**src/design/lpfs_pkg.sv**
```systemverilog
// Shared types and constants for the lidar potential-field steering block.
package lpfs_pkg;

    // Configuration port geometry and register indexes
    localparam int unsigned CFG_IDX_W  = 3;
    localparam int unsigned CFG_DATA_W = 32;

    localparam logic [CFG_IDX_W-1:0] CFG_MIN_RANGE  = 3'd0;
    localparam logic [CFG_IDX_W-1:0] CFG_MAX_RANGE  = 3'd1;
    localparam logic [CFG_IDX_W-1:0] CFG_GAIN       = 3'd2;
    localparam logic [CFG_IDX_W-1:0] CFG_STOP_LEVEL = 3'd3;
    localparam logic [CFG_IDX_W-1:0] CFG_ALIGN_TAN  = 3'd4;
    localparam logic [CFG_IDX_W-1:0] CFG_TURN_RATE  = 3'd5;

    // Register widths
    localparam int unsigned RANGE_W = 15;
    localparam int unsigned GAIN_W  = 16;
    localparam int unsigned STOP_W  = 32;
    localparam int unsigned TAN_W   = 16;
    localparam int unsigned RATE_W  = 15;
    localparam int unsigned ANG_W   = 16;

    // Register values after reset
    localparam logic [RANGE_W-1:0] RST_MIN_RANGE  = 15'd819;
    localparam logic [RANGE_W-1:0] RST_MAX_RANGE  = 15'd4096;
    localparam logic [GAIN_W-1:0]  RST_GAIN       = 16'd1049;
    localparam logic [STOP_W-1:0]  RST_STOP_LEVEL = 32'd838861;
    localparam logic [TAN_W-1:0]   RST_ALIGN_TAN  = 16'd13284;
    localparam logic [RATE_W-1:0]  RST_TURN_RATE  = 15'd1638;

    // Force numerator scale: gain * |coord| * 2^16
    localparam int unsigned NUM_SHIFT = 16;

    // Steer command codes
    typedef enum logic [1:0] {
        STEER_STOP     = 2'd0,
        STEER_STRAIGHT = 2'd1,
        STEER_TURN_POS = 2'd2,
        STEER_TURN_NEG = 2'd3
    } t_steer;

    // Sequencer states
    typedef enum logic [4:0] {
        ST_IDLE,
        ST_SQX,
        ST_SQY,
        ST_MIN,
        ST_MAX,
        ST_CHK,
        ST_NUMX,
        ST_DIVX,
        ST_ACCX,
        ST_DIVY,
        ST_ACCY,
        ST_ABS,
        ST_SQA,
        ST_SQB,
        ST_SQS,
        ST_TLO,
        ST_THI,
        ST_DEC
    } t_state;

    // Operand pairs fed to the shared multiplier
    typedef enum logic [3:0] {
        MS_NONE,
        MS_MX_MX,
        MS_MY_MY,
        MS_MIN_MIN,
        MS_MAX_MAX,
        MS_GAIN_MX,
        MS_GAIN_MY,
        MS_AX_AX,
        MS_AY_AY,
        MS_STOP_STOP,
        MS_TAN_AXLO,
        MS_TAN_AXHI
    } t_msel;

endpackage

```
**src/design/lidar_potential_field_steer.sv**
```systemverilog
// Top level: lidar potential-field steering with a shared multiplier and radix-4 divider.
//
//   channel | direction | handshake                  | payload
//   --------+-----------+----------------------------+----------------------------------
//   in      | input     | i_in_valid / o_in_stall    | i_x, i_y, i_last
//   out     | output    | o_out_valid / i_out_stall  | o_force_x/y, o_steer, o_linear_x/y,
//           |           |                            | o_angular
//   cfg     | input     | i_cfg_valid / o_cfg_ready  | i_cfg_index, i_cfg_data
//
// A point outside the range window ends after the range check; a kept point also
// passes through the radix-4 divider, which runs once for x and once for y. A last
// point adds the steer decision through the same 32x32 multiplier.
// Reset clears the sequencer, the sums, the output valid and loads register defaults.
// A result waits in the output register while i_out_stall is high; the block holds
// in its decision state until that register frees, and takes no point meanwhile.
module lidar_potential_field_steer #(
    parameter int unsigned COORD_WIDTH = 16,
    parameter int unsigned ACC_WIDTH   = 40
) (
    input  logic                                  i_clk,
    input  logic                                  i_rst_n,
    // point request channel
    input  logic                                  i_in_valid,
    output logic                                  o_in_stall,
    input  logic signed [COORD_WIDTH-1:0]         i_x,
    input  logic signed [COORD_WIDTH-1:0]         i_y,
    input  logic                                  i_last,
    // result channel
    output logic                                  o_out_valid,
    input  logic                                  i_out_stall,
    output logic signed [ACC_WIDTH-1:0]           o_force_x,
    output logic signed [ACC_WIDTH-1:0]           o_force_y,
    output logic [1:0]                            o_steer,
    output logic signed [ACC_WIDTH-1:0]           o_linear_x,
    output logic signed [ACC_WIDTH-1:0]           o_linear_y,
    output logic signed [lpfs_pkg::ANG_W-1:0]     o_angular,
    // configuration channel
    input  logic                                  i_cfg_valid,
    output logic                                  o_cfg_ready,
    input  logic [lpfs_pkg::CFG_IDX_W-1:0]        i_cfg_index,
    input  logic [lpfs_pkg::CFG_DATA_W-1:0]       i_cfg_data
);

    // Derived widths
    localparam int unsigned R2W  = 2 * COORD_WIDTH;                 // squared range
    localparam int unsigned PW   = COORD_WIDTH + lpfs_pkg::GAIN_W;  // gain * |coord|
    localparam int unsigned DW   = PW + lpfs_pkg::NUM_SHIFT;        // dividend
    localparam int unsigned DWE  = DW + (DW % 2);                   // even for radix 4
    localparam int unsigned NSTP = DWE / 2;
    localparam int unsigned CNTW = $clog2(NSTP + 1);
    localparam int unsigned RW   = R2W + 1;
    localparam int unsigned SW   = ((ACC_WIDTH > DWE + 1) ? ACC_WIDTH : DWE + 1) + 1;

    localparam logic signed [SW-1:0] SUM_HI =
        $signed({{(SW - ACC_WIDTH + 1){1'b0}}, {(ACC_WIDTH - 1){1'b1}}});
    localparam logic signed [SW-1:0] SUM_LO = ~SUM_HI;
    localparam logic signed [ACC_WIDTH-1:0] ACC_HI = $signed({1'b0, {(ACC_WIDTH - 1){1'b1}}});
    localparam logic signed [ACC_WIDTH-1:0] ACC_LO = ~ACC_HI;

    // Configuration registers
    logic [lpfs_pkg::RANGE_W-1:0] r_min_range;
    logic [lpfs_pkg::RANGE_W-1:0] r_max_range;
    logic [lpfs_pkg::GAIN_W-1:0]  r_gain;
    logic [lpfs_pkg::STOP_W-1:0]  r_stop_level;
    logic [lpfs_pkg::TAN_W-1:0]   r_align_tan;
    logic [lpfs_pkg::RATE_W-1:0]  r_turn_rate;

    // Sequencer and datapath
    lpfs_pkg::t_state r_state, n_state;
    lpfs_pkg::t_msel  w_msel;
    logic             w_div_load;
    logic             w_div_step;
    logic             w_acc;
    logic             w_out_load;
    logic             w_in_acc;
    logic             w_keep;

    logic [COORD_WIDTH-1:0] r_mx, r_my;
    logic                   r_nx, r_ny, r_last;
    logic [R2W-1:0]         r_r2;
    logic                   r_keep_lo;
    logic [63:0]            r_prod;
    logic [31:0]            w_ma, w_mb;
    logic [63:0]            w_prod;

    logic [R2W-1:0]         r_rem, n_rem;
    logic [DWE-1:0]         r_quo, n_quo;
    logic [CNTW-1:0]        r_cnt;
    logic [RW-1:0]          w_sh;

    logic signed [ACC_WIDTH-1:0] r_sum_x, r_sum_y;
    logic signed [ACC_WIDTH-1:0] w_acc_in;
    logic signed [SW-1:0]        w_q, w_term, w_tot;
    logic signed [ACC_WIDTH-1:0] w_sat;
    logic                        w_neg;

    logic [63:0]  r_ax, r_ay;
    logic [ACC_WIDTH-1:0] w_ax, w_ay;
    logic [64:0]  r_ab;
    logic         r_below;
    logic [63:0]  r_tlo;
    logic [95:0]  w_lhs, w_rhs;
    logic         w_window;
    logic         w_stop;
    lpfs_pkg::t_steer w_steer;

    logic                        r_out_valid;
    logic signed [ACC_WIDTH-1:0] r_force_x, r_force_y, r_linear_x, r_linear_y;
    lpfs_pkg::t_steer            r_steer;
    logic signed [lpfs_pkg::ANG_W-1:0] r_angular;
    logic [lpfs_pkg::ANG_W-1:0]  w_rate_ext;

    assign o_cfg_ready = 1'b1;
    assign o_in_stall  = (r_state != lpfs_pkg::ST_IDLE);
    assign w_in_acc    = i_in_valid && !o_in_stall;

    // Write configuration registers
    always_ff @(posedge i_clk) begin
        if (!i_rst_n) begin
            r_min_range  <= lpfs_pkg::RST_MIN_RANGE;
            r_max_range  <= lpfs_pkg::RST_MAX_RANGE;
            r_gain       <= lpfs_pkg::RST_GAIN;
            r_stop_level <= lpfs_pkg::RST_STOP_LEVEL;
            r_align_tan  <= lpfs_pkg::RST_ALIGN_TAN;
            r_turn_rate  <= lpfs_pkg::RST_TURN_RATE;
        end else if (i_cfg_valid && o_cfg_ready) begin
            case (i_cfg_index)
                lpfs_pkg::CFG_MIN_RANGE:  r_min_range  <= i_cfg_data[lpfs_pkg::RANGE_W-1:0];
                lpfs_pkg::CFG_MAX_RANGE:  r_max_range  <= i_cfg_data[lpfs_pkg::RANGE_W-1:0];
                lpfs_pkg::CFG_GAIN:       r_gain       <= i_cfg_data[lpfs_pkg::GAIN_W-1:0];
                lpfs_pkg::CFG_STOP_LEVEL: r_stop_level <= i_cfg_data[lpfs_pkg::STOP_W-1:0];
                lpfs_pkg::CFG_ALIGN_TAN:  r_align_tan  <= i_cfg_data[lpfs_pkg::TAN_W-1:0];
                lpfs_pkg::CFG_TURN_RATE:  r_turn_rate  <= i_cfg_data[lpfs_pkg::RATE_W-1:0];
                default: ;
            endcase
        end
    end

    // Keep the point when min^2 < r2 < max^2 (max^2 sits in r_prod during the check)
    assign w_keep = r_keep_lo && (64'(r_r2) < r_prod);

    // Advance the sequencer
    always_comb begin
        n_state = r_state;
        case (r_state)
            lpfs_pkg::ST_IDLE: if (w_in_acc) n_state = lpfs_pkg::ST_SQX;
            lpfs_pkg::ST_SQX:  n_state = lpfs_pkg::ST_SQY;
            lpfs_pkg::ST_SQY:  n_state = lpfs_pkg::ST_MIN;
            lpfs_pkg::ST_MIN:  n_state = lpfs_pkg::ST_MAX;
            lpfs_pkg::ST_MAX:  n_state = lpfs_pkg::ST_CHK;
            lpfs_pkg::ST_CHK: begin
                if (w_keep)      n_state = lpfs_pkg::ST_NUMX;
                else if (r_last) n_state = lpfs_pkg::ST_ABS;
                else             n_state = lpfs_pkg::ST_IDLE;
            end
            lpfs_pkg::ST_NUMX: n_state = lpfs_pkg::ST_DIVX;
            lpfs_pkg::ST_DIVX: if (r_cnt == CNTW'(1)) n_state = lpfs_pkg::ST_ACCX;
            lpfs_pkg::ST_ACCX: n_state = lpfs_pkg::ST_DIVY;
            lpfs_pkg::ST_DIVY: if (r_cnt == CNTW'(1)) n_state = lpfs_pkg::ST_ACCY;
            lpfs_pkg::ST_ACCY: n_state = r_last ? lpfs_pkg::ST_ABS : lpfs_pkg::ST_IDLE;
            lpfs_pkg::ST_ABS:  n_state = lpfs_pkg::ST_SQA;
            lpfs_pkg::ST_SQA:  n_state = lpfs_pkg::ST_SQB;
            lpfs_pkg::ST_SQB:  n_state = lpfs_pkg::ST_SQS;
            lpfs_pkg::ST_SQS:  n_state = lpfs_pkg::ST_TLO;
            lpfs_pkg::ST_TLO:  n_state = lpfs_pkg::ST_THI;
            lpfs_pkg::ST_THI:  n_state = lpfs_pkg::ST_DEC;
            lpfs_pkg::ST_DEC:  if (w_out_load) n_state = lpfs_pkg::ST_IDLE;
            default:           n_state = lpfs_pkg::ST_IDLE;
        endcase
    end

    // Drive datapath controls from the state
    always_comb begin
        w_msel     = lpfs_pkg::MS_NONE;
        w_div_load = 1'b0;
        w_div_step = 1'b0;
        w_acc      = 1'b0;
        case (r_state)
            lpfs_pkg::ST_SQX:  w_msel = lpfs_pkg::MS_MX_MX;
            lpfs_pkg::ST_SQY:  w_msel = lpfs_pkg::MS_MY_MY;
            lpfs_pkg::ST_MIN:  w_msel = lpfs_pkg::MS_MIN_MIN;
            lpfs_pkg::ST_MAX:  w_msel = lpfs_pkg::MS_MAX_MAX;
            lpfs_pkg::ST_CHK:  w_msel = lpfs_pkg::MS_GAIN_MX;
            lpfs_pkg::ST_NUMX: begin
                w_msel     = lpfs_pkg::MS_GAIN_MY;
                w_div_load = 1'b1;
            end
            lpfs_pkg::ST_DIVX: w_div_step = 1'b1;
            lpfs_pkg::ST_ACCX: begin
                w_acc      = 1'b1;
                w_div_load = 1'b1;
            end
            lpfs_pkg::ST_DIVY: w_div_step = 1'b1;
            lpfs_pkg::ST_ACCY: w_acc = 1'b1;
            lpfs_pkg::ST_SQA:  w_msel = lpfs_pkg::MS_AX_AX;
            lpfs_pkg::ST_SQB:  w_msel = lpfs_pkg::MS_AY_AY;
            lpfs_pkg::ST_SQS:  w_msel = lpfs_pkg::MS_STOP_STOP;
            lpfs_pkg::ST_TLO:  w_msel = lpfs_pkg::MS_TAN_AXLO;
            lpfs_pkg::ST_THI:  w_msel = lpfs_pkg::MS_TAN_AXHI;
            default: ;
        endcase
    end

    always_ff @(posedge i_clk) begin
        if (!i_rst_n) begin
            r_state <= lpfs_pkg::ST_IDLE;
        end else begin
            r_state <= n_state;
        end
    end

    // Capture the point as sign and magnitude
    always_ff @(posedge i_clk) begin
        if (w_in_acc) begin
            r_nx   <= i_x[COORD_WIDTH-1];
            r_ny   <= i_y[COORD_WIDTH-1];
            r_mx   <= i_x[COORD_WIDTH-1] ? (~$unsigned(i_x) + 1'b1) : $unsigned(i_x);
            r_my   <= i_y[COORD_WIDTH-1] ? (~$unsigned(i_y) + 1'b1) : $unsigned(i_y);
            r_last <= i_last;
        end
    end

    // Select multiplier operands
    always_comb begin
        w_ma = '0;
        w_mb = '0;
        case (w_msel)
            lpfs_pkg::MS_MX_MX:     begin w_ma = 32'(r_mx);        w_mb = 32'(r_mx);        end
            lpfs_pkg::MS_MY_MY:     begin w_ma = 32'(r_my);        w_mb = 32'(r_my);        end
            lpfs_pkg::MS_MIN_MIN:   begin w_ma = 32'(r_min_range); w_mb = 32'(r_min_range); end
            lpfs_pkg::MS_MAX_MAX:   begin w_ma = 32'(r_max_range); w_mb = 32'(r_max_range); end
            lpfs_pkg::MS_GAIN_MX:   begin w_ma = 32'(r_gain);      w_mb = 32'(r_mx);        end
            lpfs_pkg::MS_GAIN_MY:   begin w_ma = 32'(r_gain);      w_mb = 32'(r_my);        end
            lpfs_pkg::MS_AX_AX:     begin w_ma = r_ax[31:0];       w_mb = r_ax[31:0];       end
            lpfs_pkg::MS_AY_AY:     begin w_ma = r_ay[31:0];       w_mb = r_ay[31:0];       end
            lpfs_pkg::MS_STOP_STOP: begin w_ma = r_stop_level;     w_mb = r_stop_level;     end
            lpfs_pkg::MS_TAN_AXLO:  begin w_ma = 32'(r_align_tan); w_mb = r_ax[31:0];       end
            lpfs_pkg::MS_TAN_AXHI:  begin w_ma = 32'(r_align_tan); w_mb = r_ax[63:32];      end
            default: ;
        endcase
    end

    assign w_prod = 64'(w_ma) * 64'(w_mb);

    // Register each product; hold it when the multiplier is unused
    always_ff @(posedge i_clk) begin
        if (w_msel != lpfs_pkg::MS_NONE) begin
            r_prod <= w_prod;
        end
    end

    // Build r2 and the inner-limit compare from successive products
    always_ff @(posedge i_clk) begin
        case (r_state)
            lpfs_pkg::ST_SQY: r_r2      <= R2W'(r_prod);
            lpfs_pkg::ST_MIN: r_r2      <= r_r2 + R2W'(r_prod);
            lpfs_pkg::ST_MAX: r_keep_lo <= (64'(r_r2) > r_prod);
            default: ;
        endcase
    end

    // Two restoring division steps per cycle
    always_comb begin
        n_rem = r_rem;
        n_quo = r_quo;
        w_sh  = '0;
        for (int k = 0; k < 2; k++) begin
            w_sh  = {n_rem, n_quo[DWE-1]};
            n_quo = {n_quo[DWE-2:0], 1'b0};
            if (w_sh >= {1'b0, r_r2}) begin
                w_sh     = w_sh - {1'b0, r_r2};
                n_quo[0] = 1'b1;
            end
            n_rem = w_sh[R2W-1:0];
        end
    end

    always_ff @(posedge i_clk) begin
        if (w_div_load) begin
            r_quo <= DWE'({r_prod[PW-1:0], {lpfs_pkg::NUM_SHIFT{1'b0}}});
            r_rem <= '0;
        end else if (w_div_step) begin
            r_quo <= n_quo;
            r_rem <= n_rem;
        end
    end

    always_ff @(posedge i_clk) begin
        if (!i_rst_n) begin
            r_cnt <= '0;
        end else if (w_div_load) begin
            r_cnt <= CNTW'(NSTP);
        end else if (w_div_step) begin
            r_cnt <= r_cnt - CNTW'(1);
        end
    end

    // Saturating accumulate; the force opposes the coordinate
    assign w_neg    = (r_state == lpfs_pkg::ST_ACCY) ? r_ny : r_nx;
    assign w_acc_in = (r_state == lpfs_pkg::ST_ACCY) ? r_sum_y : r_sum_x;
    assign w_q      = $signed(SW'(r_quo));
    assign w_term   = w_neg ? w_q : -w_q;
    assign w_tot    = SW'(w_acc_in) + w_term;

    always_comb begin
        if (w_tot > SUM_HI) begin
            w_sat = ACC_HI;
        end else if (w_tot < SUM_LO) begin
            w_sat = ACC_LO;
        end else begin
            w_sat = w_tot[ACC_WIDTH-1:0];
        end
    end

    always_ff @(posedge i_clk) begin
        if (!i_rst_n) begin
            r_sum_x <= '0;
            r_sum_y <= '0;
        end else if (w_out_load) begin
            r_sum_x <= '0;
            r_sum_y <= '0;
        end else if (w_acc && r_state == lpfs_pkg::ST_ACCX) begin
            r_sum_x <= w_sat;
        end else if (w_acc) begin
            r_sum_y <= w_sat;
        end
    end

    // Force magnitudes and stop / window terms
    assign w_ax = r_sum_x[ACC_WIDTH-1] ? (~$unsigned(r_sum_x) + 1'b1) : $unsigned(r_sum_x);
    assign w_ay = r_sum_y[ACC_WIDTH-1] ? (~$unsigned(r_sum_y) + 1'b1) : $unsigned(r_sum_y);

    always_ff @(posedge i_clk) begin
        case (r_state)
            lpfs_pkg::ST_ABS: begin
                r_ax <= 64'(w_ax);
                r_ay <= 64'(w_ay);
            end
            lpfs_pkg::ST_SQB: r_ab <= 65'(r_prod);
            lpfs_pkg::ST_SQS: r_ab <= r_ab + 65'(r_prod);
            lpfs_pkg::ST_TLO: r_below <= (r_ab < 65'(r_prod))
                                      && (r_ax < 64'(r_stop_level))
                                      && (r_ay < 64'(r_stop_level));
            lpfs_pkg::ST_THI: r_tlo <= r_prod;
            default: ;
        endcase
    end

    assign w_lhs    = 96'({r_ay, {lpfs_pkg::NUM_SHIFT{1'b0}}});
    assign w_rhs    = {r_prod, 32'b0} + 96'(r_tlo);
    assign w_window = (w_lhs < w_rhs);
    assign w_stop   = r_below || ((r_ax == '0) && (r_ay == '0));

    always_comb begin
        if (w_stop) begin
            w_steer = lpfs_pkg::STEER_STOP;
        end else if (w_window) begin
            w_steer = lpfs_pkg::STEER_STRAIGHT;
        end else if (r_sum_x[ACC_WIDTH-1] != r_sum_y[ACC_WIDTH-1]) begin
            w_steer = lpfs_pkg::STEER_TURN_NEG;
        end else begin
            w_steer = lpfs_pkg::STEER_TURN_POS;
        end
    end

    // Load the result register once it is free
    assign w_out_load = (r_state == lpfs_pkg::ST_DEC) && (!r_out_valid || !i_out_stall);
    assign w_rate_ext = {1'b0, r_turn_rate};

    always_ff @(posedge i_clk) begin
        if (!i_rst_n) begin
            r_out_valid <= 1'b0;
        end else if (w_out_load) begin
            r_out_valid <= 1'b1;
        end else if (!i_out_stall) begin
            r_out_valid <= 1'b0;
        end
    end

    always_ff @(posedge i_clk) begin
        if (w_out_load) begin
            r_force_x  <= r_sum_x;
            r_force_y  <= r_sum_y;
            r_steer    <= w_steer;
            r_linear_x <= (w_steer == lpfs_pkg::STEER_STRAIGHT) ? r_sum_x : '0;
            r_linear_y <= (w_steer == lpfs_pkg::STEER_STRAIGHT) ? r_sum_y : '0;
            case (w_steer)
                lpfs_pkg::STEER_TURN_POS: r_angular <= $signed(w_rate_ext);
                lpfs_pkg::STEER_TURN_NEG: r_angular <= $signed(-w_rate_ext);
                default:                  r_angular <= '0;
            endcase
        end
    end

    assign o_out_valid = r_out_valid;
    assign o_force_x   = r_force_x;
    assign o_force_y   = r_force_y;
    assign o_steer     = r_steer;
    assign o_linear_x  = r_linear_x;
    assign o_linear_y  = r_linear_y;
    assign o_angular   = r_angular;

    // Check sequencing and result consistency
    a_busy_after_accept: assert property (@(posedge i_clk) disable iff (!i_rst_n)
        w_in_acc |=> o_in_stall)
        else $error("block took a point without going busy");

    a_result_from_decide: assert property (@(posedge i_clk) disable iff (!i_rst_n)
        $rose(o_out_valid) |-> $past(r_state == lpfs_pkg::ST_DEC))
        else $error("result raised outside the decision step");

    a_sums_cleared: assert property (@(posedge i_clk) disable iff (!i_rst_n)
        w_out_load |=> (r_sum_x == '0) && (r_sum_y == '0))
        else $error("sums not cleared after a result");

    a_stop_quiet: assert property (@(posedge i_clk) disable iff (!i_rst_n)
        (o_out_valid && o_steer == lpfs_pkg::STEER_STOP) |->
            (o_angular == '0) && (o_linear_x == '0) && (o_linear_y == '0))
        else $error("stop result carries a motion command");

    a_div_count: assert property (@(posedge i_clk) disable iff (!i_rst_n)
        w_div_step |-> (r_cnt != '0))
        else $error("divider stepped with an empty count");

endmodule
```
**config.mk**
```make
export PLATFORM = sky130hd
export DESIGN_NAME = lidar_potential_field_steer
export DESIGN_NICKNAME = d
export VERILOG_FILES = /design/src/design/lpfs_pkg.sv /design/src/design/lidar_potential_field_steer.sv
export SDC_FILE = /design/constraint.sdc
export NUM_CORES = 2
export LEC_CHECK = 0
export BUFFER_PORTS_ARGS = -buffer_cell sky130_fd_sc_hd__buf_2
export CAP_MARGIN = 10
export CORE_MARGIN = 2
export CORE_UTILIZATION = 35
export DETAILED_ROUTE_END_ITERATION = 8
export SLEW_MARGIN = 5
export SYNTH_ARGS = -nofsm -noshare
export SYNTH_HDL_FRONTEND = slang
export SYNTH_SLANG_ARGS = --single-unit
```
**constraint.sdc**
```tcl
create_clock -name i_clk -period 13.6 [get_ports i_clk]
set_clock_uncertainty 0.15 [all_clocks]
set_input_delay 0.68 -clock i_clk [delete_from_list [all_inputs] [get_ports i_clk]]
set_output_delay 0.68 -clock i_clk [all_outputs]
set_load 0.02 [all_outputs]
```
==> impl_metrics.yaml <==
detailed_routing:
  vias: 71338
  wl_per_cell_um: 24.1
  viasPerCell: 5.55
  drtPass1Iterations: 6
  drt-initial-drc-count: 7025
  drt_wl_total_um: 310000
  antenna_left: 0
  drc_errors: 0
run:
  max_cap_viol_count: 0
synthesis:
  syn-num-nets: 11225
  synth_commonest_cells: "1350 x nand2_1, 1334 x inv_1, 902 x fa_1"
  synth_ff_type: "edfxtp_1"
  yosysMostFrequentCell: "nand2_1"
  ys_seq_area_frac: 0.255
  yosysTopAreaCellShare: 0.214
  async_flop_share: 0
  avgSynthCellArea_sq_um: 8.85
  synth.largest_area_cell: "fa_1"
  netlist_area_sq_um: 84400
  synth_edf_count: 552
  yosys_warnings: 0
  synth_cell_type_count: 84
  synth-seq-cells: 800
  yosys-top-cells-area: "fa_1 21%, edfxtp_1 20%, ha_1 11%"
  syn_inst: 9541
final_layout:
  final_nets: 11280
  utilization: 0.385
  final_cells: 12859
  fin_area_sq_um: 92400
  area_growth_pct: 9.47
  drive_gt1_frac: 0.0654
pwr:
  power_mw: 10.6
  power.net_switching_mw: 4.67
  p_int_mw: 5.95
  pwr-share-seq: 0.290
  sw_frac_of_total: 0.440
  p_leak_nw: 41.3
  power_frac_clock: 0.236
  combinationalPowerShare: 0.474
  ir_drop_v: 0.000103
  p_per_area_nw_per_um2: 115
placement:
  gp_congestion: 1.00
  placed_cell_area_sq_um: 89400
  dpl_worst_slack_ps: 1710
  post-place-cells: 12686
  dp_hpwl_um: 243000
  numPortBuffers: 252
die:
  die-area_sq_um: 245000
  core_sq_um: 240000
  start_util: 0.351
  ios: 254
  die_h_um: 495
  num_rows: 180
  die_w_um: 495
sta:
  rsz0062_at_grt: "no"
  max_slew_margin: 0.102
  final_max_slew_viol_count: 0
  worst_slack_ps: 1440
  fmax_ghz: 0.0823
  tightestPinTransition_ps: 1310
  finalSetupViolCount: 0
  hold_viol: 0
  fin_crit_ps: 12160
  hold_ws_ps: 59.8
  fin_setup_tns_ps: 0
  timing.final.crit_share: 0.894
clock_network:
  cts_setup_buffers: 0
  root_buffer: "clkbuf_16"
  postCtsHoldBufs: 1
  h-tree-depth: 3
  tritoncts: "built"
  cts_num_sinks: 800
  cts_resized: 0
  clock_latency_ps: 750
  clkTransAtPathRegs_ps: 70
  cts_buffers: 90
  clock_path_buffers: 3
global_routing:
  grt_antenna_before_repair: 13
  grt_max_degree: 181
  grt_pass1_wl_um: 463000
  grt_overflow: 0
  grt.total_usage: 0.251
  grt_pass1_vias: 71113
setup_path:
  crit_slowest_cell: "nor2_4"
  cpMostUsedCell: "fa_1"
  crit_required_ps: 13950
  cp_max_fo: 32
  critPathLaunch: "r_state[4]"
  cp.arrival_ps: 12510
  critPathCaptureType: "flop"
  crit_path_start_kind: "flop"
  r2r_start: "r_state[4]"
  criticalPathCategory: "reg -> reg"
  max_stage_delay_ps: 950
run_status:
  status: "finished, final reports clean"
hold_path:
  hold_path.startpoint: "i_y[0]"
  hp-class: "in -> reg"
[cell type report]
class	count	area (sq um)
antenna	2	5.00
inverter	1340	5030
timing repair buffer	395	2350
multi-input combinational	6969	56500
clock buffer	127	2560
clock inverter	41	413
sequential	800	21500
tap	3185	3990
fill	24132	148000
[state kept, by name, summed over array words and instances (netlist names), 40 cells and up]
| name | cells |
|---|---|
| r_sum_y | 40 |
| r_ay | 40 |
| r_tlo | 64 |
| r_ax | 40 |
| o_linear_x | 40 |
| r_sum_x | 40 |
| r_ab | 65 |
| o_force_x | 40 |
| r_prod | 64 |
| o_force_y | 40 |
| o_linear_y | 40 |
| r_quo | 48 |
[cells in the final DEF (no fill, tap or decap), drive strengths merged, types with 100 or more instances in the layout]
cell type  Yosys  final
nand2       1350   1350
inv         1334   1340
fa           902    902
nor2         836    836
ha           709    709
edfxtp       552    552
o21ai        534    534
a21oi        505    505
buf           33    394
xnor2        340    340
dfxtp        248    248
a21o         151    151
clkbuf       399    127
nand4        123    123
nand3        116    116
xor2         109    109
and2         100    100
nor3         100    100
[power groups by stage]
stage	Clock [mW]	Sequential, mW	Combinational [mW]
floorplan	0	3.00	3.43
global placement	0	3.12	4.84
detailed placement	0	3.12	4.89
CTS	2.54	3.07	4.94
global route	2.62	3.09	5.52
finish	2.51	3.08	5.03
[critical path, delay by kind of cell (launching register included)]
| kind | cells | cell delay [ps] |
|---|---|---|
| simple gates | 7 | 2290 |
| fa+ha+maj | 9 | 4090 |
| buf+inv | 4 | 430 |
| compound gates | 11 | 4130 |
| xor+xnor | 1 | 310 |
| flops | 1 | 470 |
[kinds of logic after synthesis]
family / Yosys count / synth area share
buf+inv: 1772 / 0.0791
simple gates: 2990 / 0.156
mux: 27 / 0.00335
flops: 800 / 0.255
other cells: 1 / 0.0000444
xor+xnor: 449 / 0.0466
compound gates: 1891 / 0.141
fa+ha+maj: 1611 / 0.319
[routing by layer]
metal  wire length [um]  GRT usage  vias to the layer above
li1                   -          -                    31872
met1             128000      0.335                    35538
met2             138000      0.391                     3341
met3              29000     0.0566                      581
met4              14200      0.101                        6
met5                 38          0                        -
[final timing paths]
path	cells after the start	slack, ps	to
worst max-delay path	32	1440	r_prod[41]
worst min-delay path	1	60	r_my[0]
worst max register to register	32	1440	r_prod[41]
worst min register to register	2	320	r_min_range[7]
Note: power is estimated with default switching activity, not from simulation.
